==> src/sv/vss_pkg.sv <==
// package of the visual-servo steering block: constants, codes, state type
// and the command and status structs shared by controller and datapath
// no dependencies
`default_nettype none

package vss_pkg;

  localparam int COEFF_BITS  = 48;
  localparam int IMAGE_WIDTH = 640;
  localparam int DIST_W      = 20;
  localparam int ID_W        = 16;
  localparam int PIX_W       = 12;
  localparam int VEL_W       = 17;
  localparam int CFG_DATA_W  = 20;
  localparam int ACC_W       = 64;
  localparam int FRAC_BITS   = 16;
  localparam int OVF_SHIFT   = 24;
  localparam int QUOT_W      = OVF_SHIFT + FRAC_BITS;
  localparam int SUM_W       = QUOT_W + 4;
  localparam int CTR_SHIFT   = FRAC_BITS + 2;
  localparam int CTR_W       = SUM_W - CTR_SHIFT;
  localparam int ERR_W       = CTR_W + 1;
  localparam int ANG_W       = ERR_W + 16 - 8;
  localparam int BIT_CNT_W   = 6;

  localparam logic [15:0] ANG_GAIN    = 16'd33554;
  localparam logic [15:0] LIN_GAIN    = 16'd26214;
  localparam logic [15:0] SEARCH_SPIN = 16'd16384;
  localparam logic [ERR_W-1:0] HALF_WIDTH = ERR_W'(IMAGE_WIDTH / 2);

  localparam logic [2:0] ACT_COEFF  = 3'd0;
  localparam logic [2:0] ACT_REPORT = 3'd1;
  localparam logic [2:0] ACT_NONE   = 3'd2;
  localparam logic [2:0] ACT_LEFT   = 3'd3;
  localparam logic [2:0] ACT_RIGHT  = 3'd4;
  localparam logic [2:0] ACT_LIDAR  = 3'd5;

  localparam logic [1:0] MODE_SEARCH = 2'd0;
  localparam logic [1:0] MODE_TURN   = 2'd1;
  localparam logic [1:0] MODE_DRIVE  = 2'd2;
  localparam logic [1:0] MODE_HOLD   = 2'd3;

  localparam logic [2:0] CFG_USE_LIDAR  = 3'd0;
  localparam logic [2:0] CFG_TARGET_ID  = 3'd1;
  localparam logic [2:0] CFG_DIST_TOF   = 3'd2;
  localparam logic [2:0] CFG_DIST_LIDAR = 3'd3;
  localparam logic [2:0] CFG_ANG_DB     = 3'd4;
  localparam logic [2:0] CFG_ANG_LIM    = 3'd5;
  localparam logic [2:0] CFG_LIN_DB     = 3'd6;
  localparam logic [2:0] CFG_LIN_LIM    = 3'd7;

  typedef enum logic [3:0] {
    ST_IDLE,
    ST_MUL,
    ST_ACC,
    ST_DIV_INIT,
    ST_DIV_STEP,
    ST_DIV_DONE,
    ST_CENTRE,
    ST_GAIN,
    ST_EMIT,
    ST_SEARCH
  } vss_state_e;

  typedef enum logic [1:0] {
    DOT_W,
    DOT_X,
    DOT_Y
  } vss_dot_e;

  typedef struct packed {
    logic       accept;
    logic       clr_track;
    logic       mul;
    logic       acc;
    logic       acc_first;
    logic       save_wt;
    logic       div_init;
    logic       div_step;
    logic       div_done;
    logic       centre;
    logic       gain;
    logic       emit_track;
    logic       emit_search;
    logic [1:0] corner;
    logic [1:0] term;
    vss_dot_e   dot;
  } vss_cmd_t;

  typedef struct packed {
    logic start_track;
    logic start_search;
    logic div_skip;
    logic out_free;
  } vss_sts_t;

  // coefficient k = row + 3 * column, column = term, row picked by the dot product
  function automatic logic [3:0] coeff_idx(input logic [1:0] term, input vss_dot_e dot);
    logic [3:0] row;
    case (dot)
      DOT_X:   row = 4'd0;
      DOT_Y:   row = 4'd1;
      default: row = 4'd2;
    endcase
    return 4'({2'b00, term} * 4'd3) + row;
  endfunction

endpackage

`default_nettype wire

==> src/sv/vss_ctrl.sv <==
// controller of the visual-servo steering block: sequences dot products,
// the shared divider and the command stage; uses vss_pkg
`default_nettype none

module vss_ctrl (
  input  wire logic             clk_i,
  input  wire logic             rst_ni,
  input  wire logic             in_valid_i,
  output logic                  in_stall_o,
  input  wire vss_pkg::vss_sts_t sts_i,
  output vss_pkg::vss_cmd_t     cmd_o
);

  vss_pkg::vss_state_e state_q, state_d;
  logic [1:0] corner_q, corner_d;
  logic [1:0] term_q, term_d;
  vss_pkg::vss_dot_e dot_q, dot_d;
  logic [vss_pkg::BIT_CNT_W-1:0] bit_q, bit_d;
  logic accept;

  assign accept     = in_valid_i && (state_q == vss_pkg::ST_IDLE);
  assign in_stall_o = (state_q != vss_pkg::ST_IDLE);

  // next state and counters
  always_comb begin
    state_d  = state_q;
    corner_d = corner_q;
    term_d   = term_q;
    dot_d    = dot_q;
    bit_d    = bit_q;
    case (state_q)
      vss_pkg::ST_IDLE: begin
        if (accept && sts_i.start_track) begin
          state_d  = vss_pkg::ST_MUL;
          corner_d = 2'd0;
          term_d   = 2'd0;
          dot_d    = vss_pkg::DOT_W;
        end else if (accept && sts_i.start_search) begin
          state_d = vss_pkg::ST_SEARCH;
        end
      end
      vss_pkg::ST_MUL: state_d = vss_pkg::ST_ACC;
      vss_pkg::ST_ACC: begin
        if (term_q != 2'd2) begin
          term_d  = term_q + 2'd1;
          state_d = vss_pkg::ST_MUL;
        end else if (dot_q == vss_pkg::DOT_W) begin
          term_d  = 2'd0;
          dot_d   = vss_pkg::DOT_X;
          state_d = vss_pkg::ST_MUL;
        end else begin
          state_d = vss_pkg::ST_DIV_INIT;
        end
      end
      vss_pkg::ST_DIV_INIT: begin
        bit_d   = '0;
        state_d = sts_i.div_skip ? vss_pkg::ST_DIV_DONE : vss_pkg::ST_DIV_STEP;
      end
      vss_pkg::ST_DIV_STEP: begin
        bit_d = bit_q + 1'b1;
        if (bit_q == vss_pkg::BIT_CNT_W'(vss_pkg::QUOT_W - 1)) begin
          state_d = vss_pkg::ST_DIV_DONE;
        end
      end
      vss_pkg::ST_DIV_DONE: begin
        term_d = 2'd0;
        if (dot_q == vss_pkg::DOT_X) begin
          dot_d   = vss_pkg::DOT_Y;
          state_d = vss_pkg::ST_MUL;
        end else if (corner_q == 2'd3) begin
          state_d = vss_pkg::ST_CENTRE;
        end else begin
          corner_d = corner_q + 2'd1;
          dot_d    = vss_pkg::DOT_W;
          state_d  = vss_pkg::ST_MUL;
        end
      end
      vss_pkg::ST_CENTRE: state_d = vss_pkg::ST_GAIN;
      vss_pkg::ST_GAIN:   state_d = vss_pkg::ST_EMIT;
      vss_pkg::ST_EMIT: begin
        if (sts_i.out_free) begin
          state_d = vss_pkg::ST_IDLE;
        end
      end
      vss_pkg::ST_SEARCH: begin
        if (sts_i.out_free) begin
          state_d = vss_pkg::ST_IDLE;
        end
      end
      default: state_d = vss_pkg::ST_IDLE;
    endcase
  end

  // commands
  always_comb begin
    cmd_o           = '0;
    cmd_o.corner    = corner_q;
    cmd_o.term      = term_q;
    cmd_o.dot       = dot_q;
    cmd_o.accept    = accept;
    cmd_o.clr_track = accept && sts_i.start_track;
    case (state_q)
      vss_pkg::ST_MUL: cmd_o.mul = 1'b1;
      vss_pkg::ST_ACC: begin
        cmd_o.acc       = 1'b1;
        cmd_o.acc_first = (term_q == 2'd0);
        cmd_o.save_wt   = (term_q == 2'd2) && (dot_q == vss_pkg::DOT_W);
      end
      vss_pkg::ST_DIV_INIT: cmd_o.div_init    = 1'b1;
      vss_pkg::ST_DIV_STEP: cmd_o.div_step    = 1'b1;
      vss_pkg::ST_DIV_DONE: cmd_o.div_done    = 1'b1;
      vss_pkg::ST_CENTRE:   cmd_o.centre      = 1'b1;
      vss_pkg::ST_GAIN:     cmd_o.gain        = 1'b1;
      vss_pkg::ST_EMIT:     cmd_o.emit_track  = sts_i.out_free;
      vss_pkg::ST_SEARCH:   cmd_o.emit_search = sts_i.out_free;
      default: ;
    endcase
  end

  always_ff @(posedge clk_i or negedge rst_ni) begin
    if (!rst_ni) begin
      state_q  <= vss_pkg::ST_IDLE;
      corner_q <= '0;
      term_q   <= '0;
      dot_q    <= vss_pkg::DOT_W;
      bit_q    <= '0;
    end else begin
      state_q  <= state_d;
      corner_q <= corner_d;
      term_q   <= term_d;
      dot_q    <= dot_d;
      bit_q    <= bit_d;
    end
  end

endmodule

`default_nettype wire

==> src/sv/vss_dp.sv <==
// datapath of the visual-servo steering block: registers, coefficient store,
// multiplier, shared restoring divider and output register; uses vss_pkg
`default_nettype none

module vss_dp (
  input  wire logic                           clk_i,
  input  wire logic                           rst_ni,
  input  wire logic                           cfg_we_i,
  input  wire logic [2:0]                     cfg_index_i,
  input  wire logic [vss_pkg::CFG_DATA_W-1:0] cfg_data_i,
  input  wire logic [2:0]                     action_i,
  input  wire logic [3:0]                     coeff_index_i,
  input  wire logic signed [vss_pkg::COEFF_BITS-1:0] coeff_value_i,
  input  wire logic [vss_pkg::DIST_W-1:0]     distance_i,
  input  wire logic                           scan_last_i,
  input  wire logic [vss_pkg::ID_W-1:0]       object_id_i,
  input  wire logic [vss_pkg::PIX_W-1:0]      object_width_i,
  input  wire logic [vss_pkg::PIX_W-1:0]      object_height_i,
  input  wire vss_pkg::vss_cmd_t              cmd_i,
  output vss_pkg::vss_sts_t                   sts_o,
  output logic                                out_valid_o,
  input  wire logic                           out_stall_i,
  output logic signed [vss_pkg::VEL_W-1:0]    linear_vel_o,
  output logic signed [vss_pkg::VEL_W-1:0]    angular_vel_o,
  output logic signed [15:0]                  center_x_o,
  output logic signed [15:0]                  center_y_o,
  output logic [1:0]                          mode_o
);

  localparam int PROD_W = vss_pkg::COEFF_BITS + vss_pkg::PIX_W + 1;

  // configuration
  logic                          use_lidar_q;
  logic [vss_pkg::ID_W-1:0]      target_id_q;
  logic [vss_pkg::DIST_W-1:0]    dist_tof_q, dist_lidar_q;
  logic [15:0]                   ang_db_q, ang_lim_q, lin_db_q, lin_lim_q;

  // ranges
  logic [vss_pkg::DIST_W-1:0]    left_q, right_q, lidar_min_q, run_min_q, new_min;

  // tracking datapath
  logic signed [vss_pkg::COEFF_BITS-1:0] homog_q [9];
  logic [vss_pkg::PIX_W-1:0]     w_q, h_q;
  logic signed [vss_pkg::PIX_W:0] operand;
  logic signed [PROD_W-1:0]      prod_q;
  logic signed [vss_pkg::ACC_W-1:0] acc_q, wt_q, acc_sum;
  logic [vss_pkg::ACC_W-1:0]     mn, md, md_q, rem_q;
  logic [vss_pkg::ACC_W:0]       rem_sh, rem_sub;
  logic                          div_ovf, div_zero, neg_q, cap_q, ge;
  logic [vss_pkg::QUOT_W-1:0]    dvd_q;
  logic [vss_pkg::QUOT_W:0]      qmag;
  logic signed [vss_pkg::QUOT_W+1:0] qsig;
  logic signed [vss_pkg::SUM_W-1:0]  sx_q, sy_q;
  logic signed [vss_pkg::CTR_W-1:0]  cx_q, cy_q, cx_n, cy_n;
  logic signed [vss_pkg::ERR_W-1:0]  err;
  logic [vss_pkg::ERR_W-1:0]     err_mag;
  logic [vss_pkg::ANG_W-1:0]     ang_q;
  logic                          ang_neg_q, lin_neg_q;
  logic [vss_pkg::DIST_W-1:0]    avg, desired, lin_q, dmag;
  logic signed [vss_pkg::DIST_W:0] derr;
  logic [vss_pkg::DIST_W+15:0]   lin_prod;
  logic [vss_pkg::ERR_W+15:0]    ang_prod;
  logic [15:0]                   ang_mag, lin_mag;

  // output register
  logic                          out_valid_q;
  logic signed [vss_pkg::VEL_W-1:0] lin_out_q, ang_out_q;
  logic signed [15:0]            cx_out_q, cy_out_q;
  logic [1:0]                    mode_q;

  function automatic logic signed [15:0] sat16(input logic signed [vss_pkg::CTR_W-1:0] v);
    if (v > vss_pkg::CTR_W'(32767)) begin
      return 16'sd32767;
    end else if (v < -vss_pkg::CTR_W'(32768)) begin
      return -16'sd32768;
    end
    return v[15:0];
  endfunction

  function automatic logic signed [vss_pkg::CTR_W-1:0] centre_of(
      input logic signed [vss_pkg::SUM_W-1:0] s);
    logic signed [vss_pkg::SUM_W-1:0] adj;
    // truncate toward zero
    adj = s + (s[vss_pkg::SUM_W-1] ? vss_pkg::SUM_W'((1 << vss_pkg::CTR_SHIFT) - 1)
                                   : vss_pkg::SUM_W'(0));
    return adj[vss_pkg::SUM_W-1:vss_pkg::CTR_SHIFT];
  endfunction

  assign sts_o.start_track  = (action_i == vss_pkg::ACT_REPORT) && (object_id_i == target_id_q);
  assign sts_o.start_search = (action_i == vss_pkg::ACT_NONE) ||
                              ((action_i == vss_pkg::ACT_REPORT) && (object_id_i != target_id_q));
  assign sts_o.out_free     = !out_valid_q || !out_stall_i;
  assign sts_o.div_skip     = div_zero || div_ovf;

  // corner operand: bit 0 of the corner picks width, bit 1 picks height
  always_comb begin
    case (cmd_i.term)
      2'd0:    operand = cmd_i.corner[0] ? $signed({1'b0, w_q}) : '0;
      2'd1:    operand = cmd_i.corner[1] ? $signed({1'b0, h_q}) : '0;
      default: operand = (vss_pkg::PIX_W + 1)'(1);
    endcase
  end

  assign acc_sum = (cmd_i.acc_first ? vss_pkg::ACC_W'(0) : acc_q) + vss_pkg::ACC_W'(prod_q);

  // divider set-up
  assign mn       = acc_q[vss_pkg::ACC_W-1] ? vss_pkg::ACC_W'(-acc_q) : vss_pkg::ACC_W'(acc_q);
  assign md       = wt_q[vss_pkg::ACC_W-1] ? vss_pkg::ACC_W'(-wt_q) : vss_pkg::ACC_W'(wt_q);
  assign div_zero = (md == '0);
  assign div_ovf  = (mn >> vss_pkg::OVF_SHIFT) >= md;

  assign rem_sh  = {rem_q, dvd_q[vss_pkg::QUOT_W-1]};
  assign rem_sub = rem_sh - {1'b0, md_q};
  assign ge      = rem_sh >= {1'b0, md_q};

  assign qmag = cap_q ? (vss_pkg::QUOT_W + 1)'(1) << vss_pkg::QUOT_W : {1'b0, dvd_q};
  assign qsig = neg_q ? -$signed({1'b0, qmag}) : $signed({1'b0, qmag});

  assign cx_n = centre_of(sx_q);
  assign cy_n = centre_of(sy_q);

  assign err      = vss_pkg::HALF_WIDTH - vss_pkg::ERR_W'(cx_q);
  assign err_mag  = err[vss_pkg::ERR_W-1] ? vss_pkg::ERR_W'(-err) : vss_pkg::ERR_W'(err);
  assign ang_prod = err_mag * vss_pkg::ANG_GAIN;

  assign avg     = use_lidar_q ? lidar_min_q
                 : vss_pkg::DIST_W'(({1'b0, left_q} + {1'b0, right_q}) >> 1);
  assign desired = use_lidar_q ? dist_lidar_q : dist_tof_q;
  assign derr    = $signed({1'b0, avg}) - $signed({1'b0, desired});
  assign dmag    = derr[vss_pkg::DIST_W] ? vss_pkg::DIST_W'(-derr) : vss_pkg::DIST_W'(derr);
  assign lin_prod = dmag * vss_pkg::LIN_GAIN;

  assign ang_mag = (ang_q > vss_pkg::ANG_W'(ang_lim_q)) ? ang_lim_q : ang_q[15:0];
  assign lin_mag = (lin_q > vss_pkg::DIST_W'(lin_lim_q)) ? lin_lim_q : lin_q[15:0];

  assign new_min = (distance_i < run_min_q) ? distance_i : run_min_q;

  // control state
  always_ff @(posedge clk_i or negedge rst_ni) begin
    if (!rst_ni) begin
      use_lidar_q  <= 1'b0;
      target_id_q  <= 16'd5;
      dist_tof_q   <= 20'd45875;
      dist_lidar_q <= 20'd108134;
      ang_db_q     <= 16'd6554;
      ang_lim_q    <= 16'd16384;
      lin_db_q     <= 16'd3277;
      lin_lim_q    <= 16'd26214;
      left_q       <= '0;
      right_q      <= '0;
      lidar_min_q  <= '0;
      run_min_q    <= '1;
      out_valid_q  <= 1'b0;
    end else begin
      if (cfg_we_i) begin
        case (cfg_index_i)
          vss_pkg::CFG_USE_LIDAR:  use_lidar_q  <= cfg_data_i[0];
          vss_pkg::CFG_TARGET_ID:  target_id_q  <= cfg_data_i[15:0];
          vss_pkg::CFG_DIST_TOF:   dist_tof_q   <= cfg_data_i;
          vss_pkg::CFG_DIST_LIDAR: dist_lidar_q <= cfg_data_i;
          vss_pkg::CFG_ANG_DB:     ang_db_q     <= cfg_data_i[15:0];
          vss_pkg::CFG_ANG_LIM:    ang_lim_q    <= cfg_data_i[15:0];
          vss_pkg::CFG_LIN_DB:     lin_db_q     <= cfg_data_i[15:0];
          vss_pkg::CFG_LIN_LIM:    lin_lim_q    <= cfg_data_i[15:0];
          default: ;
        endcase
      end
      if (cmd_i.accept) begin
        case (action_i)
          vss_pkg::ACT_LEFT:  left_q <= distance_i;
          vss_pkg::ACT_RIGHT: right_q <= distance_i;
          vss_pkg::ACT_LIDAR: begin
            if (scan_last_i) begin
              lidar_min_q <= new_min;
              run_min_q   <= '1;
            end else begin
              run_min_q <= new_min;
            end
          end
          default: ;
        endcase
      end
      if (cmd_i.emit_track || cmd_i.emit_search) begin
        out_valid_q <= 1'b1;
      end else if (!out_stall_i) begin
        out_valid_q <= 1'b0;
      end
    end
  end

  // payload registers
  always_ff @(posedge clk_i) begin
    if (cmd_i.accept && (action_i == vss_pkg::ACT_COEFF) && (coeff_index_i < 4'd9)) begin
      homog_q[coeff_index_i] <= coeff_value_i;
    end
    if (cmd_i.clr_track) begin
      w_q  <= object_width_i;
      h_q  <= object_height_i;
      sx_q <= '0;
      sy_q <= '0;
    end
    if (cmd_i.mul) begin
      prod_q <= homog_q[vss_pkg::coeff_idx(cmd_i.term, cmd_i.dot)] * operand;
    end
    if (cmd_i.acc) begin
      acc_q <= acc_sum;
    end
    if (cmd_i.save_wt) begin
      wt_q <= acc_sum;
    end
    if (cmd_i.div_init) begin
      md_q  <= md;
      neg_q <= acc_q[vss_pkg::ACC_W-1] ^ wt_q[vss_pkg::ACC_W-1];
      cap_q <= !div_zero && div_ovf;
      rem_q <= mn >> (vss_pkg::QUOT_W - vss_pkg::FRAC_BITS);
      dvd_q <= div_zero ? '0
               : {mn[vss_pkg::OVF_SHIFT-1:0], vss_pkg::FRAC_BITS'(0)};
    end
    if (cmd_i.div_step) begin
      rem_q <= ge ? rem_sub[vss_pkg::ACC_W-1:0] : rem_sh[vss_pkg::ACC_W-1:0];
      dvd_q <= {dvd_q[vss_pkg::QUOT_W-2:0], ge};
    end
    if (cmd_i.div_done) begin
      if (cmd_i.dot == vss_pkg::DOT_X) begin
        sx_q <= sx_q + vss_pkg::SUM_W'(qsig);
      end else begin
        sy_q <= sy_q + vss_pkg::SUM_W'(qsig);
      end
    end
    if (cmd_i.centre) begin
      cx_q <= cx_n;
      cy_q <= cy_n;
    end
    if (cmd_i.gain) begin
      ang_q     <= ang_prod[vss_pkg::ERR_W+15:8];
      ang_neg_q <= err[vss_pkg::ERR_W-1];
      lin_q     <= lin_prod[vss_pkg::DIST_W+15:16];
      lin_neg_q <= derr[vss_pkg::DIST_W];
    end
    if (cmd_i.emit_search) begin
      lin_out_q <= '0;
      ang_out_q <= vss_pkg::VEL_W'(vss_pkg::SEARCH_SPIN);
      cx_out_q  <= '0;
      cy_out_q  <= '0;
      mode_q    <= vss_pkg::MODE_SEARCH;
    end else if (cmd_i.emit_track) begin
      cx_out_q <= sat16(cx_q);
      cy_out_q <= sat16(cy_q);
      if (ang_q >= vss_pkg::ANG_W'(ang_db_q)) begin
        lin_out_q <= '0;
        ang_out_q <= ang_neg_q ? -$signed({1'b0, ang_mag}) : $signed({1'b0, ang_mag});
        mode_q    <= vss_pkg::MODE_TURN;
      end else if (lin_q >= vss_pkg::DIST_W'(lin_db_q)) begin
        lin_out_q <= lin_neg_q ? -$signed({1'b0, lin_mag}) : $signed({1'b0, lin_mag});
        ang_out_q <= '0;
        mode_q    <= vss_pkg::MODE_DRIVE;
      end else begin
        lin_out_q <= '0;
        ang_out_q <= '0;
        mode_q    <= vss_pkg::MODE_HOLD;
      end
    end
  end

  assign out_valid_o   = out_valid_q;
  assign linear_vel_o  = lin_out_q;
  assign angular_vel_o = ang_out_q;
  assign center_x_o    = cx_out_q;
  assign center_y_o    = cy_out_q;
  assign mode_o        = mode_q;

endmodule

`default_nettype wire

==> src/sv/visual_servo_steering_top.sv <==
// top level of the visual-servo steering block
// instantiates vss_ctrl and vss_dp; uses vss_pkg
`default_nettype none

// Steering controller for following an object seen by a camera. An input
// transaction either loads one of nine homography coefficients, stores a left
// or right time-of-flight range, feeds a lidar sample (the scan minimum is
// latched on the last sample), or reports an object. Only reports (action 1)
// and nothing-seen (action 2) produce an output transaction. Storage and
// range transactions do not stall the input. A report of another object or
// nothing seen enters a search state that offers the fixed search spin once
// the output register is free; input is stalled in that state. A report of
// the followed object maps four corners through the homography with a single
// shared multiplier and a shared restoring divider that retires one quotient
// bit per cycle: per corner, a weight dot product and x and y dot products
// each followed by a 40-bit division, so eight divisions per report; the
// divider skips ahead on a zero homogeneous term or a quotient that saturates.
// Input is stalled while a report is being worked on; a finished result sits
// in the output register, so the next transaction can enter meanwhile. Every
// coefficient must be written before the first report uses it.
module visual_servo_steering_top (
  input  wire logic                           clk_i,
  input  wire logic                           rst_ni,
  // configuration writes
  input  wire logic                           cfg_we_i,
  input  wire logic [2:0]                     cfg_index_i,
  input  wire logic [vss_pkg::CFG_DATA_W-1:0] cfg_data_i,
  // input transactions
  input  wire logic                           in_valid_i,
  output logic                                in_stall_o,
  input  wire logic [2:0]                     action_i,
  input  wire logic [3:0]                     coeff_index_i,
  input  wire logic signed [vss_pkg::COEFF_BITS-1:0] coeff_value_i,
  input  wire logic [vss_pkg::DIST_W-1:0]     distance_i,
  input  wire logic                           scan_last_i,
  input  wire logic [vss_pkg::ID_W-1:0]       object_id_i,
  input  wire logic [vss_pkg::PIX_W-1:0]      object_width_i,
  input  wire logic [vss_pkg::PIX_W-1:0]      object_height_i,
  // output transactions
  output logic                                out_valid_o,
  input  wire logic                           out_stall_i,
  output logic signed [vss_pkg::VEL_W-1:0]    linear_vel_o,
  output logic signed [vss_pkg::VEL_W-1:0]    angular_vel_o,
  output logic signed [15:0]                  center_x_o,
  output logic signed [15:0]                  center_y_o,
  output logic [1:0]                          mode_o
);

  vss_pkg::vss_cmd_t cmd;
  vss_pkg::vss_sts_t sts;

  // sequencer: dot products, divisions, centre, gains, emit
  vss_ctrl u_ctrl (
    .clk_i      (clk_i),
    .rst_ni     (rst_ni),
    .in_valid_i (in_valid_i),
    .in_stall_o (in_stall_o),
    .sts_i      (sts),
    .cmd_o      (cmd)
  );

  // registers, arithmetic and output register
  vss_dp u_dp (
    .clk_i           (clk_i),
    .rst_ni          (rst_ni),
    .cfg_we_i        (cfg_we_i),
    .cfg_index_i     (cfg_index_i),
    .cfg_data_i      (cfg_data_i),
    .action_i        (action_i),
    .coeff_index_i   (coeff_index_i),
    .coeff_value_i   (coeff_value_i),
    .distance_i      (distance_i),
    .scan_last_i     (scan_last_i),
    .object_id_i     (object_id_i),
    .object_width_i  (object_width_i),
    .object_height_i (object_height_i),
    .cmd_i           (cmd),
    .sts_o           (sts),
    .out_valid_o     (out_valid_o),
    .out_stall_i     (out_stall_i),
    .linear_vel_o    (linear_vel_o),
    .angular_vel_o   (angular_vel_o),
    .center_x_o      (center_x_o),
    .center_y_o      (center_y_o),
    .mode_o          (mode_o)
  );

endmodule

`default_nettype wire

==> config.mk <==
export PLATFORM = sky130hd
export DESIGN_NAME = visual_servo_steering_top
export DESIGN_NICKNAME = d
export VERILOG_FILES = /design/src/sv/vss_pkg.sv /design/src/sv/vss_ctrl.sv /design/src/sv/vss_dp.sv /design/src/sv/visual_servo_steering_top.sv
export SDC_FILE = /design/constraint.sdc
export NUM_CORES = 2
export LEC_CHECK = 0
export BUFFER_PORTS_ARGS = -buffer_cell sky130_fd_sc_hd__buf_2
export CAP_MARGIN = 20
export CORE_UTILIZATION = 48
export DETAILED_ROUTE_END_ITERATION = 8
export GPL_TIMING_DRIVEN = 0
export SETUP_SLACK_MARGIN = 0.2
export SLEW_MARGIN = 20
export SYNTH_ARGS = -nofsm -noshare
export SYNTH_HDL_FRONTEND = slang
export SYNTH_SLANG_ARGS = --single-unit
==> constraint.sdc <==
create_clock -name clk_i -period 26.4 [get_ports clk_i]
set_input_delay 1.32 -clock clk_i [delete_from_list [all_inputs] [get_ports clk_i]]
set_output_delay 1.32 -clock clk_i [all_outputs]
set_load 0.01 [all_outputs]
Yosys cells after proc, flatten, opt, wreduce, memory -nomap -nowiden. Memory sizes are Yosys's and may differ from the RTL's. Cells that the tools add are included.

Register bits after elaboration: 865. Logic and storage cells: 253. Bits in writable memories: 432. Memories kept: 1.

Memories: u_dp.homog_q (words 9, width 48, read ports 1, clocked after memory_dff 0, write ports 1, RTL line vss_dp.sv:42) `logic signed [vss_pkg::COEFF_BITS-1:0] homog_q [9];`.

Add/subtract/negate cells: 20. Order comparisons: 12. Muxes and demuxes: 89. Bitwise operators: 1. $mul: 4. Reductions and logical operators: 44. Eq/ne operators: 41.

Operators with widths (number): $mux W64 (6); $mux W44 (6); $mux W16 (8); $neg A64 Y64 (2); $mux W40 (3); $mux W20 (5); $add A44 B42 Y44 (2); $add A44 B44 Y44 (2); $mux W17 (5); $ge A65 B64 Y1 (1); $add A64 B61 Y64 (1); $ge A40 B64 Y1 (1); $logic_not A64 Y1 (1); $sub A64 B64 Y64 (1); $mul A48 B13 Y61 (1); $gt A26 B16 Y1 const B (2); $lt A26 B16 Y1 const B (2); $mul A27 B15 Y42 const B (1); $mux W42 (1); $neg A41 Y42 (1); $mux W41 (1); $mux W18 (2); $pmux W4 S9 (1); $ge A35 B16 Y1 (1); other kinds (58) (154).

Longest topological paths before layout.
Word-level depth: 7. Depth in mapped cells: 48. Mapped depth without buffers: 46.

By module. A second synthesis with hierarchy kept.

Cells, all modules: 9780. Area total of the unflattened synthesis: 101299.7 um^2.

By module, submodules not included: vss_dp (area an instance 100313.7 um^2, cells each 9668, seq. area each 35973.3 um^2, times used 1); vss_ctrl (area an instance 985.9 um^2, cells each 112, seq. area each 400.4 um^2, times used 1).

Least setup slack after synthesis. No wires, ideal clock.

Kind: reg-to-reg. Start point: register u_dp.right_q[1] (netlist name). End point: register u_dp.lin_q[18] (netlist name) (data pin). Data required time: 26.136 ns. Setup slack: 16.015 ns. Setup time: 0.264 ns. Arrival: 10.120 ns. Stages on the path, launching flop included: 46. Path buffers: 2. Cells stage by stage: dfrtp_1 ha_1 a31o_2 a21oi_1 o21bai_1 a21oi_1 o21bai_1 a31oi_1 o21ai_0 o41ai_1 o21ai_0 a21o_1 a21oi_1 nor4b_1 a311o_1 ha_1 a21o_1 a21oi_1 [10 not listed] fa_1 fa_1 inv_1 fa_1 inv_1 ha_1 a21o_1 a21oi_1 nand2b_1 o211ai_1 o21bai_1 nor3b_1 nor2_1 a31o_2 or4_1 a31oi_1 o21ai_0 xor2_1.

Elaborated cells between the ends (all ways): 6. Classes of those cells: add/sub (3); mul (1); mux (2).

RTL lines: start, declared (RTL line vss_dp.sv:39) `logic [vss_pkg::DIST_W-1:0] left_q, right_q, lidar_min_q, run_min_q, new_min;`; start signal, assigned (RTL line vss_dp.sv:171) `vss_pkg::ACT_RIGHT: right_q <= distance_i;`; $add A20 B20 Y21 (RTL line vss_dp.sv:127) `: vss_pkg::DIST_W'(({1'b0, left_q} + {1'b0, right_q}) >> 1);`; $mux W20 (RTL line vss_dp.sv:126) `assign avg = use_lidar_q ? lidar_min_q`; $sub A20 B20 Y21 (RTL line vss_dp.sv:129) `assign derr = $signed({1'b0, avg}) - $signed({1'b0, desired});`; named net u_dp.derr, one bit (RTL line vss_dp.sv:60) `logic signed [vss_pkg::DIST_W:0] derr;`; $mux W20 (RTL line vss_dp.sv:130) `assign dmag = derr[vss_pkg::DIST_W] ? vss_pkg::DIST_W'(-derr) : vss_pkg::DIST_W'(derr);`; $mul A20 B14 Y34 (RTL line vss_dp.sv:131) `assign lin_prod = dmag * vss_pkg::LIN_GAIN;`; named net u_dp.lin_prod, one bit (RTL line vss_dp.sv:61) `logic [vss_pkg::DIST_W+15:0] lin_prod;`; end signal, assigned (RTL line vss_dp.sv:237) `lin_q <= lin_prod[vss_pkg::DIST_W+15:16];`; end, declared (RTL line vss_dp.sv:59) `logic [vss_pkg::DIST_W-1:0] avg, desired, lin_q, dmag;`.

The timed path passes the listed nets, and every way through them passes these cells. A chain may end at the register's enable or synchronous reset.

Worst setup path in the final report. Same ends and word-level chain as after synthesis.

==> impl_metrics.yaml <==
timing:
  setup_ws_ns: 13.29
  worst_pin_slew_ns: 1.21
  max_freq_mhz: 76.3
  rsz0062_at_grt: "no"
  fin_hold_ws_ns: 0.397
  setup_violations: 0
  tns_ns: 0
  finalCritPeriodShare_pct: 49.7
  layout_min_cycle_time_ns: 13.11
  skew_ns: 0.0625
  hold_violations: 0
  drv_slew: 0
  max-slew-margin-rel_pct: 19.3
cells_and_area:
  syn2layout_area_growth_pct: 10.5
  final_common_cell: "inv_1"
  fin_cells: 12987
  drive_gt1_share_pct: 8.90
  nNetsFinal: 11744
  final_cell_mix: "inv_1, edfxtp_1, ha_1"
  fill_cells: 18498
die:
  die_h_um: 459
  core_area_mm2: 0.207
  dieWidth_um: 459
  rows: 167
  start_util_pct: 48.4
  dieArea_mm2: 0.211
  io_pins: 214
route:
  post-route-drc-count: 0
  wl_per_cell_um: 21.4
  ant_nets: 0
  routed_wl_mm: 278
  avgViaCountPerCell: 5.59
  drtIter0Drc: 4954
  drtPass1Iterations: 8
  via_count: 72648
placement:
  gp_congestion: 0.954
  place_inst: 12703
  hpwl_mm: 226
  place_ws_ns: 13.43
  port-buffer-count: 210
yosys:
  synth_top_area_share_pct: 27.6
  yosysSeqAreaShare_pct: 36.3
  synthesis.area_mm2: 0.100
  synth.distinct_cells: 102
  synth.largest_area_cell: "edfxtp_1"
  synth_edf_count: 923
  synth-seq-cells: 1297
  syn_avg_cell_area_um2: 10.4
  synth.area.top_cells: "edfxtp_1, fa_1, ha_1, inv_1, dfrtp_1"
  netlist_instances: 9642
  ys.warnings.count: 0
  postSynth.asyncResetShare_pct: 16.8
  synth_flop_cell: "edfxtp_1"
grt:
  grt_pass1_wl_mm: 429
  grt_max_degree: 96
  antenna_found_initial: 29
  grt_pass1_vias: 74326
  grt_use_total_pct: 26.3
  grt_overflow_total: 0
setup_path:
  cp.required_ns: 26.94
  path_class: "register to register"
  reg2reg_depth: 45
  rr_startpoint: "u_dp.right_q[1]$_DFFE_PN0P_"
  endpoint: "u_dp.lin_q[18]$_DFFE_PN_"
  worstSetupEndpointType: "register"
  max_stage_delay_ns: 0.87
  crit_start: "u_dp.right_q[1]$_DFFE_PN0P_"
  path_common_cell: "a21oi_1"
  worstPathArrival_ns: 13.65
  critical_path.slowest_cell: "xnor2_1"
  start_kind: "register"
  reg2reg_to: "u_dp.lin_q[18]$_DFFE_PN_"
  reg2reg_setup_slack_ns: 13.29
  worstPathMaxFanout: 10
power_and_ir_drop:
  power.density_mw_per_mm2: 110
  peakVddDrop_uv: 778
  power.leakage_nw: 48.8
clocking:
  cts_buffers: 147
  cts_max_path_buffers: 3
  tritoncts: "built"
  cts-resized-gates: 0
  hold_buffers: 0
  clk_latency_ns: 0.81
  clk_pin_slew_ns: 0.06
  htree_levels: 4
  post_cts_buffers: 0
  clock_sinks: 1297
  cts_root_buf: "clkbuf_16"
job:
  maxCapViolCount: 0
status:
  status: "finished, final reports clean"
hold_path:
  hold_class: "input pin to async pin"
-- power by group --
| group | total [mW] | internal, mW | switching, mW |
|---|---|---|---|
| clock | 2.07 | 1.20 | 0.869 |
| combinational | 7.46 | 3.27 | 4.19 |
| sequential | 2.62 | 2.59 | 0.0325 |
| total | 12.1 | 7.05 | 5.09 |
-- logic make-up (layout without fill, tap and decap cells) --
group	after synthesis	after routing	share of synthesized area (%)
muxes	383	383	5.21
DFF	1297	1297	36.3
AOI/OAI and AO/OA	1890	1890	12.0
buffers and inverters	1390	1929	5.23
and+or+nand+nor	2503	2503	11.6
adders and majority gates	1534	1534	24.0
xor gates and xnor gates	644	644	5.63
other	1	19	0.00374
-- worst min path at each step --
stage	start	end	slack, ns
global placement	u_dp.linear_vel_o[10]$_SDFFE_PP0P_	u_dp.linear_vel_o[10]$_SDFFE_PP0P_	0.43
floorplan	u_ctrl.bit_q[5]$_DFFE_PN0P_	u_ctrl.bit_q[5]$_DFFE_PN0P_	0.44
global route	rst_ni	u_dp.target_id_q[10]$_DFFE_PN0P_	0.37
CTS	rst_ni	u_dp.ang_lim_q[3]$_DFFE_PN0P_	0.34
detailed placement	u_dp.linear_vel_o[0]$_SDFFE_PP0P_	u_dp.linear_vel_o[0]$_SDFFE_PP0P_	0.44
finish	rst_ni	u_dp.lin_lim_q[11]$_DFFE_PN0P_	0.40
-- sequential cells by signal, summed over array words and instances (netlist names), 20 cells and up --
| signal | cells |
|---|---|
| u_dp.acc_q | 64 |
| u_dp.ang_q | 35 |
| u_dp.cx_q | 26 |
| u_dp.cy_q | 26 |
| u_dp.dist_lidar_q | 20 |
| u_dp.dist_tof_q | 20 |
| u_dp.dvd_q | 40 |
| u_dp.homog_q | 432 |
| u_dp.left_q | 20 |
| u_dp.lidar_min_q | 20 |
| u_dp.md_q | 64 |
| u_dp.prod_q | 61 |
| u_dp.rem_q | 64 |
| u_dp.right_q | 20 |
| u_dp.run_min_q | 20 |
| u_dp.sx_q | 44 |
| u_dp.sy_q | 44 |
| u_dp.wt_q | 64 |
-- Yosys cell counts (all sizes together), types with 83 or more instances --
| cell type | number |
|---|---|
| mux2i | 133 |
| dfxtp | 156 |
| and2 | 105 |
| inv | 1076 |
| xnor2 | 401 |
| a21oi | 495 |
| nand3 | 132 |
| nor2 | 737 |
| dfrtp | 155 |
| nand2 | 851 |
| ha | 878 |
| nand2b | 102 |
| o21a | 110 |
| mux2 | 154 |
| nor3 | 112 |
| a21o | 271 |
| clkbuf | 269 |
| edfxtp | 923 |
| o21ai | 491 |
| fa | 656 |
| mux4 | 96 |
| nor2b | 83 |
| xor2 | 243 |
-- cell type report --
| class | instances | area, um^2 | share of cell area, % |
|---|---|---|---|
| clock inverter | 81 | 905 | 0.816 |
| sequential | 1297 | 36400 | 32.8 |
| antenna | 15 | 37.5 | 0.0339 |
| tap | 2788 | 3490 | 3.15 |
| multi-input combinational | 6958 | 58800 | 53.1 |
| buffer | 314 | 1210 | 1.09 |
| inverter | 1076 | 4040 | 3.65 |
| clock buffer | 186 | 3950 | 3.56 |
| timing repair buffer | 272 | 2030 | 1.83 |
-- worst max-delay path, delay by kind of cell, from the launching register on --
| family | cells | cell delay (ns) |
|---|---|---|
| AO/OA/AOI/OAI | 24 | 5.68 |
| XOR/XNOR | 2 | 1.06 |
| adder cells (fa/ha/maj) | 8 | 3.26 |
| buffers and inverters | 6 | 0.93 |
| flip-flops | 1 | 0.41 |
| AND/OR/NAND/NOR | 5 | 1.45 |
-- stage by stage --
stage / util, % / instance area, um^2 / total power, mW
CTS: 53.4 / 111000 / 12.2
global route: 53.5 / 111000 / 13.4
global placement: 50.6 / 105000 / 9.96
detailed placement: 51.1 / 106000 / 10.1
finish: 53.5 / 111000 / 12.1
floorplan: - / 100000 / 8.40
-- per-layer routing --
metal	wire length, um	GRT usage [%]	vias up
met4	11900	10.7	14
met5	93	0	-
li1	-	-	34487
met2	136000	45.5	1846
met3	12900	3.56	490
met1	118000	33.2	35811
No activity file was read; power rests on OpenSTA's default activity.
